$ cat config.mk
export PLATFORM = sky130hd
export DESIGN_NAME = query_text_normalizer
export DESIGN_NICKNAME = d
export VERILOG_FILES = /design/src/qtn_pkg.sv /design/src/query_text_normalizer.sv /design/src/qtn_ident_ram.sv /design/src/qtn_token_ctl.sv /design/src/qtn_emit_seq.sv
export SDC_FILE = /design/constraint.sdc
export NUM_CORES = 1
export LEC_CHECK = 0
export ABC_CLOCK_PERIOD_IN_PS = 4300
export CAP_MARGIN = 20
export CORE_MARGIN = 2
export CORE_UTILIZATION = 40
export CTS_BUF_LIST = sky130_fd_sc_hd__clkbuf_8 sky130_fd_sc_hd__clkbuf_16
export DETAILED_ROUTE_END_ITERATION = 16
export DONT_BUFFER_PORTS = 1
export PLACE_DENSITY = 0.62
export SLEW_MARGIN = 15
export SYNTH_ARGS = -nofsm -noshare
export SYNTH_HDL_FRONTEND = slang
export SYNTH_SLANG_ARGS = --single-unit
$ cat constraint.sdc
create_clock -name clk -period 4.3 [get_ports clk]
set_input_delay 0.86 -clock clk [delete_from_list [all_inputs] [get_ports clk]]
set_output_delay 0.86 -clock clk [all_outputs]
set_load 0.1 [all_outputs]
$ cat src/qtn_pkg.sv
`timescale 1ns / 1ps
`default_nettype none
// ----------------------------------------------------------------------------
// qtn_pkg: shared types and constants of the query text normaliser
// token classes, emitted characters, result slots and payload structs
// ----------------------------------------------------------------------------
package qtn_pkg;

  localparam int IDENT_LIMIT_DEF = 36;

  // token classes from the lexer
  localparam logic [3:0] CLS_BLANK   = 4'd0;
  localparam logic [3:0] CLS_LITERAL = 4'd1;
  localparam logic [3:0] CLS_COMMA   = 4'd2;
  localparam logic [3:0] CLS_PLUS    = 4'd3;
  localparam logic [3:0] CLS_MINUS   = 4'd4;
  localparam logic [3:0] CLS_QUOTED  = 4'd5;
  localparam logic [3:0] CLS_WORD    = 4'd6;
  localparam logic [3:0] CLS_END     = 4'd8;
  localparam logic [3:0] CLS_ERROR   = 4'd9;

  // characters
  localparam logic [7:0] CH_QMARK  = 8'h3F;
  localparam logic [7:0] CH_DOT    = 8'h2E;
  localparam logic [7:0] CH_BQUOTE = 8'h60;
  localparam logic [7:0] CH_COMMA  = 8'h2C;
  localparam logic [7:0] CH_SPACE  = 8'h20;
  localparam logic [7:0] CH_TAB    = 8'h09;
  localparam logic [7:0] CH_CR     = 8'h0D;
  localparam logic [7:0] CH_ZERO   = 8'h30;
  localparam logic [7:0] CH_NINE   = 8'h39;

  // fixed result slots, emitted lowest first
  localparam int SLOT_BLANK = 0;
  localparam int SLOT_QMARK = 1;
  localparam int SLOT_DOT_A = 2;
  localparam int SLOT_DOT_B = 3;
  localparam int SLOT_COMMA = 4;
  localparam int SLOT_SPACE = 5;
  localparam int SLOT_COPY  = 6;
  localparam int SLOT_BQ_A  = 7;
  localparam int SLOT_HIDE  = 8;
  localparam int SLOT_BQ_B  = 9;
  localparam int NSLOT      = 10;

  typedef logic [NSLOT-1:0] slot_mask_t;

  typedef struct packed {
    logic       first_of_query;
    logic [3:0] token_class;
    logic       first_byte;
    logic       last_byte;
    logic       next_is_paren;
    logic [7:0] char_in;
  } in_item_t;

  typedef struct packed {
    logic [7:0] char_out;
    logic       char_valid;
    logic       query_done;
  } res_item_t;

  // fixed part of the output of one input byte
  typedef struct packed {
    slot_mask_t mask;
    logic [7:0] chr;
    logic       done;
  } plan_t;

  function automatic logic [7:0] slot_char(input int slot, input logic [7:0] c);
    logic [7:0] r;
    case (slot)
      SLOT_BLANK: r = CH_SPACE;
      SLOT_QMARK: r = CH_QMARK;
      SLOT_DOT_A: r = CH_DOT;
      SLOT_DOT_B: r = CH_DOT;
      SLOT_COMMA: r = CH_COMMA;
      SLOT_SPACE: r = CH_SPACE;
      SLOT_COPY:  r = c;
      SLOT_BQ_A:  r = CH_BQUOTE;
      SLOT_HIDE:  r = CH_QMARK;
      SLOT_BQ_B:  r = CH_BQUOTE;
      default:    r = 8'h00;
    endcase
    return r;
  endfunction

endpackage
`default_nettype wire

$ cat src/query_text_normalizer.sv
`timescale 1ns / 1ps
`default_nettype none
// ----------------------------------------------------------------------------
// query_text_normalizer: normalised query text from lexed sql bytes
// collapses literals, held commas and blank runs, hides complex identifiers
// ----------------------------------------------------------------------------
// One input byte is taken per transfer and the block then stalls its input
// until every result byte of that input has been loaded into the output
// register. The fixed result bytes (question mark, dots, held comma or space,
// copied byte, hidden-name marker) are loaded first, one after another. The
// last byte of a buffered identifier then drains the identifier buffer: each
// byte is read from that memory in the S_READ state and sent in S_SEND, and
// output stalls hold the sequence. The verbatim-names register is sampled on
// a token's first byte and should only be written while the block is idle;
// the write channel is always ready. The identifier buffer has no reset: only
// entries written during the current identifier are ever read back.
// ----------------------------------------------------------------------------
module query_text_normalizer #(
  parameter int IDENT_LIMIT = qtn_pkg::IDENT_LIMIT_DEF,
  localparam int LEN_W  = $clog2(IDENT_LIMIT + 1),
  localparam int ADDR_W = $clog2(IDENT_LIMIT)
) (
  input  logic               clk,
  input  logic               rst,
  // input byte channel
  input  qtn_pkg::in_item_t  in_item,
  input  logic               in_valid,
  output logic               in_stall,
  // result channel
  output qtn_pkg::res_item_t res_item,
  output logic               res_valid,
  input  logic               res_stall,
  // verbatim-names write channel
  input  logic               cfg_valid,
  output logic               cfg_ready,
  input  logic               cfg_data
);
  import qtn_pkg::*;

  logic              in_accept;
  plan_t             plan;
  logic [LEN_W-1:0]  drain_len;
  logic              wr_en;
  logic [ADDR_W-1:0] wr_addr;
  logic [7:0]        wr_data;
  logic              rd_en;
  logic [ADDR_W-1:0] rd_addr;
  logic [7:0]        rd_data;
  logic              busy;

  // input transfer only while the sequencer is idle
  assign in_stall  = busy;
  assign in_accept = in_valid & ~in_stall;
  // register writes never wait
  assign cfg_ready = 1'b1;

  // running query state, decode of each byte into a result plan
  qtn_token_ctl #(
    .IDENT_LIMIT(IDENT_LIMIT)
  ) u_ctl (
    .clk      (clk),
    .rst      (rst),
    .item     (in_item),
    .accept   (in_accept),
    .cfg_we   (cfg_valid & cfg_ready),
    .cfg_keep (cfg_data),
    .plan     (plan),
    .drain_len(drain_len),
    .wr_en    (wr_en),
    .wr_addr  (wr_addr),
    .wr_data  (wr_data)
  );

  // identifier bytes held until the name is judged
  qtn_ident_ram #(
    .DEPTH(IDENT_LIMIT)
  ) u_ram (
    .clk    (clk),
    .wr_en  (wr_en),
    .wr_addr(wr_addr),
    .wr_data(wr_data),
    .rd_en  (rd_en),
    .rd_addr(rd_addr),
    .rd_data(rd_data)
  );

  // fixed characters first, then the buffered name, through the output register
  qtn_emit_seq #(
    .IDENT_LIMIT(IDENT_LIMIT)
  ) u_seq (
    .clk      (clk),
    .rst      (rst),
    .load     (in_accept),
    .plan     (plan),
    .drain_len(drain_len),
    .busy     (busy),
    .rd_en    (rd_en),
    .rd_addr  (rd_addr),
    .rd_data  (rd_data),
    .res_item (res_item),
    .res_valid(res_valid),
    .res_stall(res_stall)
  );

  // an empty result only ever marks the end of a query
  a_empty_is_done: assert property (@(posedge clk) disable iff (rst)
    (res_valid && !res_item.char_valid) |-> res_item.query_done)
    else $error("empty result without query_done");

  // an end or error token never drains the identifier buffer
  a_done_no_drain: assert property (@(posedge clk) disable iff (rst)
    (in_accept && plan.done) |-> (drain_len == '0))
    else $error("end token with buffer drain");

  // buffer writes stay inside the identifier limit
  a_wr_in_range: assert property (@(posedge clk) disable iff (rst)
    wr_en |-> (int'(wr_addr) < IDENT_LIMIT))
    else $error("identifier buffer write out of range");

  // the buffer is never written while it is being drained
  a_no_wr_in_drain: assert property (@(posedge clk) disable iff (rst)
    rd_en |-> !wr_en)
    else $error("buffer write during drain");

endmodule
`default_nettype wire

$ cat src/qtn_ident_ram.sv
`timescale 1ns / 1ps
`default_nettype none
// ----------------------------------------------------------------------------
// qtn_ident_ram: identifier buffer
// one write port, one read port, registered read data
// ----------------------------------------------------------------------------
module qtn_ident_ram #(
  parameter int DEPTH = qtn_pkg::IDENT_LIMIT_DEF,
  localparam int ADDR_W = $clog2(DEPTH)
) (
  input  logic              clk,
  input  logic              wr_en,
  input  logic [ADDR_W-1:0] wr_addr,
  input  logic [7:0]        wr_data,
  input  logic              rd_en,
  input  logic [ADDR_W-1:0] rd_addr,
  output logic [7:0]        rd_data
);

  logic [7:0] mem [DEPTH];

  always_ff @(posedge clk) begin
    if (wr_en) begin
      mem[wr_addr] <= wr_data;
    end
    if (rd_en) begin
      rd_data <= mem[rd_addr];
    end
  end

endmodule
`default_nettype wire

$ cat src/qtn_token_ctl.sv
`timescale 1ns / 1ps
`default_nettype none
// ----------------------------------------------------------------------------
// qtn_token_ctl: token state and decode
// running query state, identifier test and the result plan of each byte
// ----------------------------------------------------------------------------
module qtn_token_ctl #(
  parameter int IDENT_LIMIT = qtn_pkg::IDENT_LIMIT_DEF,
  localparam int LEN_W  = $clog2(IDENT_LIMIT + 1),
  localparam int ADDR_W = $clog2(IDENT_LIMIT)
) (
  input  logic              clk,
  input  logic              rst,
  input  qtn_pkg::in_item_t item,
  input  logic              accept,
  input  logic              cfg_we,
  input  logic              cfg_keep,
  output qtn_pkg::plan_t    plan,
  output logic [LEN_W-1:0]  drain_len,
  output logic              wr_en,
  output logic [ADDR_W-1:0] wr_addr,
  output logic [7:0]        wr_data
);
  import qtn_pkg::*;

  typedef enum logic [1:0] {
    MODE_DROP,
    MODE_COPY,
    MODE_BUF,
    MODE_OVER
  } mode_t;

  logic             verbatim_names;
  logic             in_blank_run, in_blank_run_next;
  logic [1:0]       literal_run, literal_run_next;
  logic             pending_comma, pending_comma_next;
  logic             pending_space, pending_space_next;
  logic             at_query_start, at_query_start_next;
  mode_t            token_mode, token_mode_next;
  logic [LEN_W-1:0] ident_length, ident_length_next;
  logic [1:0]       digit_count, digit_count_next;
  logic             ident_complex, ident_complex_next;

  logic fb, was_start, go_on, skip, is_space, is_digit, wr_hit;
  logic [3:0] cls;

  assign cls      = item.token_class;
  assign is_space = (item.char_in == CH_SPACE) ||
                    (item.char_in >= CH_TAB && item.char_in <= CH_CR);
  assign is_digit = (item.char_in >= CH_ZERO) && (item.char_in <= CH_NINE);
  assign wr_data  = item.char_in;
  assign wr_en    = wr_hit & accept;

  always_comb begin
    fb = item.first_byte | item.first_of_query;
    if (item.first_of_query) begin
      in_blank_run_next   = 1'b0;
      literal_run_next    = 2'd0;
      pending_comma_next  = 1'b0;
      pending_space_next  = 1'b0;
      at_query_start_next = 1'b1;
      token_mode_next     = MODE_DROP;
      ident_length_next   = '0;
      digit_count_next    = 2'd0;
      ident_complex_next  = 1'b0;
    end else begin
      in_blank_run_next   = in_blank_run;
      literal_run_next    = literal_run;
      pending_comma_next  = pending_comma;
      pending_space_next  = pending_space;
      at_query_start_next = at_query_start;
      token_mode_next     = token_mode;
      ident_length_next   = ident_length;
      digit_count_next    = digit_count;
      ident_complex_next  = ident_complex;
    end
    plan      = '{mask: '0, chr: item.char_in, done: 1'b0};
    drain_len = '0;
    wr_hit    = 1'b0;
    wr_addr   = ident_length_next[ADDR_W-1:0];
    was_start = at_query_start_next;
    go_on     = (token_mode_next != MODE_OVER);
    skip      = 1'b0;

    if (go_on && fb) begin
      at_query_start_next = 1'b0;
      token_mode_next     = MODE_DROP;
      ident_length_next   = '0;
      digit_count_next    = 2'd0;
      ident_complex_next  = 1'b0;
      if (cls == CLS_BLANK) begin
        if (!in_blank_run_next) begin
          if (literal_run_next == 2'd0) begin
            if (!was_start) begin
              plan.mask[SLOT_BLANK] = 1'b1;
            end
          end else begin
            pending_space_next = 1'b1;
          end
        end
        in_blank_run_next = 1'b1;
      end else begin
        in_blank_run_next = 1'b0;
        if (cls == CLS_LITERAL) begin
          if (literal_run_next == 2'd0) begin
            plan.mask[SLOT_QMARK] = 1'b1;
          end
          if (literal_run_next != 2'd2) begin
            literal_run_next = literal_run_next + 2'd1;
          end
          pending_space_next = 1'b0;
          pending_comma_next = 1'b0;
        end else if (cls == CLS_COMMA && literal_run_next != 2'd0) begin
          pending_comma_next = 1'b1;
        end else if ((cls == CLS_PLUS || cls == CLS_MINUS) && pending_comma_next) begin
          // sign after a held comma is dropped
        end else begin
          // flush held text
          if (literal_run_next == 2'd2) begin
            plan.mask[SLOT_DOT_A] = 1'b1;
            plan.mask[SLOT_DOT_B] = 1'b1;
          end
          plan.mask[SLOT_COMMA] = pending_comma_next;
          plan.mask[SLOT_SPACE] = pending_space_next;
          literal_run_next   = 2'd0;
          pending_comma_next = 1'b0;
          pending_space_next = 1'b0;
          if (cls == CLS_END || cls == CLS_ERROR) begin
            token_mode_next = MODE_OVER;
            plan.done       = 1'b1;
            go_on           = 1'b0;
          end else if ((cls == CLS_QUOTED || (cls == CLS_WORD && !item.next_is_paren))
                       && !verbatim_names) begin
            token_mode_next = MODE_BUF;
          end else begin
            token_mode_next = MODE_COPY;
          end
        end
      end
    end

    if (go_on) begin
      if (token_mode_next == MODE_COPY) begin
        plan.mask[SLOT_COPY] = 1'b1;
      end else if (token_mode_next == MODE_BUF && !ident_complex_next) begin
        if (is_space) begin
          ident_complex_next = 1'b1;
        end else begin
          if (is_digit) begin
            if (digit_count_next != 2'd3) begin
              digit_count_next = digit_count_next + 2'd1;
            end
            if (digit_count_next == 2'd3) begin
              ident_complex_next = 1'b1;
              skip               = 1'b1;
            end
          end
          if (!skip) begin
            if (ident_length_next < LEN_W'(IDENT_LIMIT)) begin
              wr_hit            = 1'b1;
              wr_addr           = ident_length_next[ADDR_W-1:0];
              ident_length_next = ident_length_next + LEN_W'(1);
            end
            if (ident_length_next >= LEN_W'(IDENT_LIMIT)) begin
              ident_complex_next = 1'b1;
            end
          end
        end
      end

      if (item.last_byte) begin
        if (token_mode_next == MODE_BUF) begin
          if (ident_complex_next) begin
            plan.mask[SLOT_BQ_A] = 1'b1;
            plan.mask[SLOT_HIDE] = 1'b1;
            plan.mask[SLOT_BQ_B] = 1'b1;
          end else begin
            drain_len = ident_length_next;
          end
        end
        token_mode_next    = MODE_DROP;
        ident_length_next  = '0;
        digit_count_next   = 2'd0;
        ident_complex_next = 1'b0;
      end
    end
  end

  always_ff @(posedge clk) begin
    if (rst) begin
      verbatim_names <= 1'b0;
      in_blank_run   <= 1'b0;
      literal_run    <= 2'd0;
      pending_comma  <= 1'b0;
      pending_space  <= 1'b0;
      at_query_start <= 1'b1;
      token_mode     <= MODE_DROP;
      ident_length   <= '0;
      digit_count    <= 2'd0;
      ident_complex  <= 1'b0;
    end else begin
      if (cfg_we) begin
        verbatim_names <= cfg_keep;
      end
      if (accept) begin
        in_blank_run   <= in_blank_run_next;
        literal_run    <= literal_run_next;
        pending_comma  <= pending_comma_next;
        pending_space  <= pending_space_next;
        at_query_start <= at_query_start_next;
        token_mode     <= token_mode_next;
        ident_length   <= ident_length_next;
        digit_count    <= digit_count_next;
        ident_complex  <= ident_complex_next;
      end
    end
  end

endmodule
`default_nettype wire

$ cat src/qtn_emit_seq.sv
`timescale 1ns / 1ps
`default_nettype none
// ----------------------------------------------------------------------------
// qtn_emit_seq: result sequencer
// sends the fixed characters of a plan, then drains the identifier buffer
// ----------------------------------------------------------------------------
module qtn_emit_seq #(
  parameter int IDENT_LIMIT = qtn_pkg::IDENT_LIMIT_DEF,
  localparam int LEN_W  = $clog2(IDENT_LIMIT + 1),
  localparam int ADDR_W = $clog2(IDENT_LIMIT)
) (
  input  logic               clk,
  input  logic               rst,
  input  logic               load,
  input  qtn_pkg::plan_t     plan,
  input  logic [LEN_W-1:0]   drain_len,
  output logic               busy,
  output logic               rd_en,
  output logic [ADDR_W-1:0]  rd_addr,
  input  logic [7:0]         rd_data,
  output qtn_pkg::res_item_t res_item,
  output logic               res_valid,
  input  logic               res_stall
);
  import qtn_pkg::*;

  typedef enum logic [1:0] {
    S_IDLE,
    S_FIXED,
    S_READ,
    S_SEND
  } state_t;

  state_t            state;
  slot_mask_t        mask;
  slot_mask_t        low;
  slot_mask_t        rest;
  logic [7:0]        chr;
  logic [7:0]        pick;
  logic              done;
  logic [LEN_W-1:0]  dlen;
  logic [ADDR_W-1:0] idx;
  logic              out_free;
  logic              send;

  assign busy     = (state != S_IDLE);
  assign rd_en    = (state == S_READ);
  assign rd_addr  = idx;
  assign out_free = !res_valid || !res_stall;
  assign send     = out_free && (state == S_FIXED || state == S_SEND);
  assign low      = mask & (~mask + slot_mask_t'(1));
  assign rest     = mask & ~low;

  always_comb begin
    pick = 8'h00;
    for (int i = 0; i < NSLOT; i++) begin
      if (low[i]) begin
        pick = slot_char(i, chr);
      end
    end
  end

  always_ff @(posedge clk) begin
    if (rst) begin
      state     <= S_IDLE;
      res_valid <= 1'b0;
    end else begin
      if (send) begin
        res_valid <= 1'b1;
      end else if (!res_stall) begin
        res_valid <= 1'b0;
      end
      case (state)
        S_IDLE: begin
          if (load) begin
            mask <= plan.mask;
            chr  <= plan.chr;
            done <= plan.done;
            dlen <= drain_len;
            idx  <= '0;
            if (plan.mask != '0 || plan.done) begin
              state <= S_FIXED;
            end else if (drain_len != '0) begin
              state <= S_READ;
            end
          end
        end
        S_FIXED: begin
          if (out_free) begin
            if (mask == '0) begin
              // end of query with nothing held
              res_item <= '{char_out: 8'h00, char_valid: 1'b0, query_done: 1'b1};
            end else begin
              res_item <= '{char_out: pick, char_valid: 1'b1,
                            query_done: done && (rest == '0)};
            end
            mask <= rest;
            if (rest == '0) begin
              state <= (dlen != '0) ? S_READ : S_IDLE;
            end
          end
        end
        S_READ: begin
          state <= S_SEND;
        end
        S_SEND: begin
          if (out_free) begin
            res_item  <= '{char_out: rd_data, char_valid: 1'b1, query_done: 1'b0};
            idx       <= idx + ADDR_W'(1);
            if (LEN_W'(idx) + LEN_W'(1) == dlen) begin
              state <= S_IDLE;
            end else begin
              state <= S_READ;
            end
          end
        end
        default: begin
          state <= S_IDLE;
        end
      endcase
    end
  end

endmodule
`default_nettype wire

# Yosys cells after proc, flatten, opt, wreduce, memory -nomap -nowiden

Memory sizes are Yosys's and may differ from the RTL's. A register that Yosys moved wholly into a read port is not among the register bits.
Index checks and enable logic that the tools add are counted.

Memory bits (writable): 288
Register bits: 62
Memories kept: 1
Word-level logic and storage cells: 267
Output and inout bits: 13

Memories:

| memory    | depth | width | rd ports | clocked after Yosys merged registers in | wr ports | line                | source |
|---|---|---|---|---|---|---|---|
| u_ram.mem | 36    | 8     | 1        | 1                                       | 1        | qtn_ident_ram.sv:20 | `logic [7:0] mem [DEPTH];` |

$lt $le $gt $ge: 6
Reduce and logical (&&, ||, !) cells: 40
Bitwise operators: 9
$add $sub $neg: 5
Equality and inequality tests: 26
Mux-type cells: 160

Operators with widths:

| kind                                                | count |
|---|---|
| two-way mux 6 bit                                   | 33 |
| two-way mux 2 bit                                   | 40 |
| two-way mux 1 bit                                   | 66 |
| two-way mux 10 bit                                  | 5 |
| one-hot mux 10 bit (2 select lines)                 | 2 |
| two-way mux 8 bit                                   | 4 |
| AND 10 bit                                          | 2 |
| logical NOT 10 bit                                  | 2 |
| NOT 10 bit                                          | 2 |
| two-way mux 4 bit                                   | 4 |
| adder 6 x 1 -> 6 bit, second input constant         | 2 |
| equality test 4 x 3 -> 1 bit, second input constant | 3 |
| one-hot mux 6 bit (2 select lines)                  | 1 |
| AND reduction 4 bit                                 | 3 |
| nonzero test 6 bit                                  | 2 |
| adder 10 x 1 -> 10 bit, second input constant       | 1 |
| equality test 2 bit, second input constant          | 5 |
| logical AND 1 bit                                   | 10 |
| != test 2 bit, second input constant                | 5 |
| nonzero test 10 bit                                 | 1 |
| nonzero test 2 bit                                  | 5 |
| two-way mux 3 bit                                   | 3 |
| equality test 4 x 2 -> 1 bit, second input constant | 2 |
| equality test 4 bit, second input constant          | 2 |
| other kinds (24)                                    | 41 |

# Logic depth before layout (Yosys ltp)

Depth in word-level cells: 44
Mapped depth: 11
Gate-level depth less buffers: 10

# Modules after synthesis

Synthesis repeated with hierarchy kept, for this count alone.

Cell total of the unflattened synthesis: 1067
Area, all modules: 15786.4 um^2

By module, submodules not included:

| module                | area an instance (um^2) | seq. area each (um^2) | cells each | times used |
|---|---|---|---|---|
| qtn_ident_ram         | 11802.6                 | 8888.5                | 634        | 1 |
| qtn_emit_seq          | 2158.3                  | 1291.2                | 195        | 1 |
| qtn_token_ctl         | 1800.5                  | 360.3                 | 235        | 1 |
| query_text_normalizer | 25.0                    | 0.0                   | 3          | 1 |

# Least setup slack after synthesis

Ideal clock, no wire load.

Path kind: input -> register
Start point: input port in_item[1] (netlist bit)
End point: memory u_ram.mem[11][0], enable pin
Data required time: 3.930 ns
Path slack: 0.972 ns
Arrival: 2.958 ns
Stages on the path: 7
Library setup time: 0.370 ns
Path through: or4b_2 a211o_1 nand2_1 nor2_1 a211oi_2 nand3_1 nor2_1

Longest elaborated chain between the ends: 15
Elaborated cells on any way between the ends: 26

Ends and longest elaborated chain:

| element                                                                                           | line                        | source |
|---|---|---|
| start: declaration                                                                                | query_text_normalizer.sv:26 | `input qtn_pkg::in_item_t in_item,` |
| greater-or-equal comparator 8 x 6 -> 1 bit / <= comparator 8 x 6 -> 1 bit (equally long branches) | qtn_token_ctl.sv:50         | `assign is_digit = (item.char_in >= CH_ZERO) && (item.char_in <= CH_NINE);` |
| logical AND 1 bit                                                                                 | qtn_token_ctl.sv:50         |  |
| two-way mux 1 bit                                                                                 | qtn_token_ctl.sv:149        | `if (is_digit) begin` |
| two-way mux 1 bit                                                                                 | qtn_token_ctl.sv:146        | `if (is_space) begin` |
| two-way mux 1 bit                                                                                 | qtn_token_ctl.sv:145        | `end else if (token_mode_next == MODE_BUF && !ident_complex_next) begin` |
| two-way mux 1 bit                                                                                 | qtn_token_ctl.sv:143        | `if (token_mode_next == MODE_COPY) begin` |
| two-way mux 1 bit                                                                                 | qtn_token_ctl.sv:142        | `if (go_on) begin` |
| two-way mux 1 bit                                                                                 | qtn_token_ctl.sv:158        | `if (!skip) begin` |
| two-way mux 1 bit                                                                                 | qtn_token_ctl.sv:146        |  |
| two-way mux 1 bit                                                                                 | qtn_token_ctl.sv:145        |  |
| two-way mux 1 bit                                                                                 | qtn_token_ctl.sv:143        |  |
| two-way mux 1 bit                                                                                 | qtn_token_ctl.sv:142        |  |
| AND 1 bit                                                                                         | qtn_token_ctl.sv:52         | `assign wr_en = wr_hit & accept;` |
| two-way mux 1 bit                                                                                 | qtn_ident_ram.sv:23         | `if (wr_en) begin` |
| two-way mux 1 bit (not written as such)                                                           | qtn_ident_ram.sv:24         | `mem[wr_addr] <= wr_data;` |
| end: declaration                                                                                  | qtn_ident_ram.sv:20         |  |

Parallel ways exist; a longest one is shown, timed or not. The select of a mux whose other input is x is not followed.

==> run summary <==
Hold Buf Count CTS: 0
initial core utilization: 0.4038
layout cells sized above 1: 0.1583
DRC errors left: 0
sequential share of the synthesized area: 0.6979
CP max-delay cell: nand2b_1
Core Region: 0.03740 mm^2
Mapped Nets: 1,017
Hold EP: u_ctl.verbatim_names$_SDFFE_PP0P_
count of cell types in the netlist: 72
area grow syn2layout: 13.34%
largest net degree at the start of global routing: 63
antenna viol nets, final: 0
Die Wd: 198.3 um
slack of the critical path: 946.3 ps
clk root buf: clkbuf_16
# rows: 71
WHS Path Cells: 1
startpoint class of the critical path: flip-flop
pre-CTS setup slack: 587.1 ps
Slew Limit Fails: 0
reg-to-reg critical path endpoint: u_ram.rd_data[6]$_DFFE_PP_
Area contributors post-synth: edfxtp_1, mux4_2, mux2i_1
VDD IR-drop max: 0.0002907 V
CP endpoint kind: flip-flop
die height: 198.3 um
Post-Syn Area per Cell: 15.24 um^2
status: completed
wire length per cell: 22.02 um
FF+latch area: 0.01054 mm^2
fin nets: 1,054
vias per std cell: 5.688
HP Class: in -> reg
Worst Path Max Fanout: 17
R2R Setup Slk: 950 ps
cell leakage power: 5.554 nW
worst-path cell chain: nand2b_1 -> o221ai_1 -> o21ai_0 -> a211oi_1 -> a21oi_1 -> o21ai_0
Crit path buffers/inverters: 0
TritonCTS clock tree: yes
Synth area leader: edfxtp_1
H-tree Lvls: 2
wire length of the first global-routing pass: 53.63 mm
io pins: 35
Worst-path clk slew: 60 ps
Top delay family on crit path: compound AO/OA/AOI/OAI gates
Worst Path Class, Setup: reg -> reg
final wirelength: 34.48 mm
R2R depth: 6
vias in the first global route: 8,896
critical path required time: 4630 ps
Die Area: 0.03932 mm^2
GRT Residual Overflow: 0
Post-synth ARST share: 0
Worst EP arrival: 3680 ps
Slew @ Worst Pin: 1012 ps
RSZ-0062 raised after global routing: false
Max-Cap Viols: 0
Peak Freq: 0.2982 GHz
count of final setup violators: 0
worst rel slew slack: 0.3241
post-CTS setup buffers: 0
cts repair resizes: 0
Ant. Diodes: 0
Period minus WS final: 3354 ps
via count: 8,907
max incr delay on CP: 750 ps
initial drt markers: 915
crit-path most repeated cell: o21ai_0
multi-input logic area: 0.004307 mm^2
Hold Violations, Final: 0
Fin Setup TNS: 0 ps
initial antenna violation count: 0
Clock Path Buffers: 3
Most used DFF post-synth: edfxtp_1
register bit total from synthesis: 358
Yosys top cell area share: 0.6701
warnings from Yosys: 0
Worst Skew: 13.15 ps
min-delay src: rst
Tcrit/Tclk final: 0.7799
Final GP Congestion: 0.8400
Syn Inst Count: 991
FF-to-FF Start: u_seq.rd_addr[1]$_SDFFCE_PN0P_
Post-Syn Area: 0.01510 mm^2
Post-synth EDFFs: 337
total chip power: 0.007989 W
total track usage: 0.1808
fill count: 3,228
port bufs: 0
DR pass1 iterations: 5
hold_ws: 385.6 ps
hpwl dp: 21.91 mm
clk_lat worst skew: 540 ps
CTS Buf Count: 39
Num Clock Sinks: 358
pwr dens: 466.7 mW/mm^2
final cells by class:
class                      count  area share
sequential                   358      0.6158
tap                          511     0.03735
inverter                      13    0.002851
clock inverter                27     0.01126
timing repair buffer          48     0.02251
multi-input combinational    568      0.2516
clock buffer                  41     0.05863
state kept, by name, indices dropped and copies added, names as in the netlist, 6 cells and up:
signal and cells:
u_seq.chr 8, u_seq.dlen 6, u_seq.rd_addr 6, u_ram.mem 288, u_seq.mask 10, u_ram.rd_data 8
u_seq.res_item 10, u_ctl.ident_length 6
power by group:
| group | switching, W | internal, W | total [W] |
|---|---|---|---|
| clock network | 0.00131 | 0.00181 | 0.00312 |
| logic | 0.000500 | 0.000302 | 0.000802 |
| registers | 0.000150 | 0.00391 | 0.00406 |
| total | 0.00196 | 0.00603 | 0.00799 |
cell families after synthesis:
family	count (synthesis)	share of synthesized area
adders and majority gates	6	0.004723
other	1	0.0002483
AOI/OAI and AO/OA	190	0.08666
DFF	358	0.6979
and+or+nand+nor	260	0.08078
xor gates and xnor gates	12	0.006959
muxes	99	0.1054
buffers and inverters	65	0.01731
Yosys cell counts (all sizes together), types with 10 or more instances:
master	n
mux2i	51
mux4	48
a21oi	42
clkbuf	36
o22ai	10
o21ai	39
buf	16
inv	12
o221ai	24
nor3	22
nand3	16
nor2	92
a211oi	11
dfxtp	21
nand2	68
edfxtp	337
layer usage:
metal,wire length [um],track usage,vias up
met4,488,0.04734,0
met2,17090,0.3044,283
met5,0,0,-
met3,1825,0.02708,39
li1,-,-,4035
met1,15080,0.2461,4550
per-stage QoR:
step	instances	instance area, um^2	utilization
after floorplan	991	15100	-
final	1566	17120	0.4577
after global placement	1497	15910	0.4255
after detailed placement	1497	15910	0.4255
after CTS	1565	17110	0.4575
after global routing	1566	17120	0.4577
how the worst max path moves through the flow:
| stage | from | end | cells after the start |
|---|---|---|---|
| 6_report | u_seq.rd_addr[1]$_SDFFCE_PN0P_ | u_ram.rd_data[6]$_DFFE_PP_ | 6 |
| 5_1_grt | u_ctl.token_mode[1]$_SDFFE_PP0P_ | u_ram.mem[33][4]$_DFFE_PP_ | 8 |
| 4_1_cts | u_seq.rd_addr[1]$_SDFFCE_PN0P_ | u_ram.rd_data[6]$_DFFE_PP_ | 6 |
| 3_5_place_dp | in_item[10] | u_ram.mem[33][3]$_DFFE_PP_ | 8 |
| 3_3_place_gp | in_item[10] | u_ram.mem[33][0]$_DFFE_PP_ | 8 |
| 2_1_floorplan | in_item[1] | u_ram.mem[11][0]$_DFFE_PP_ | 7 |
cells in the final DEF, fill, tap and decap left out, types with 4 or more instances in the layout:
master,count
o221ai_1,24
o21a_1,5
nand3b_1,5
a221oi_1,4
xor2_1,6
o22ai_1,10
ha_1,4
inv_6,5
a21oi_1,41
edfxtp_1,337
or3_1,7
nand4_1,7
buf_4,46
mux2i_1,51
nor4_1,5
clkbuf_16,39
clkinv_1,4
dfxtp_1,21
inv_1,23
and3_1,5
nor2b_1,7
nor2_1,91
clkinv_2,4
a211oi_1,10
xnor2_1,6
nor3_1,22
nand2b_1,6
o21ai_0,39
nand2_1,68
nand3_1,16
a22oi_1,5
o32ai_1,9
a31oi_1,6
o31ai_1,4
mux4_2,48
worst reg2reg max path, cell delays in order, from the launching register on:
cell and delay [ps]:
edfxtp_1 710, nand2b_1 760, o221ai_1 500, o21ai_0 170
a211oi_1 560, a21oi_1 130, o21ai_0 320
Power figures use the tool's default switching activity.
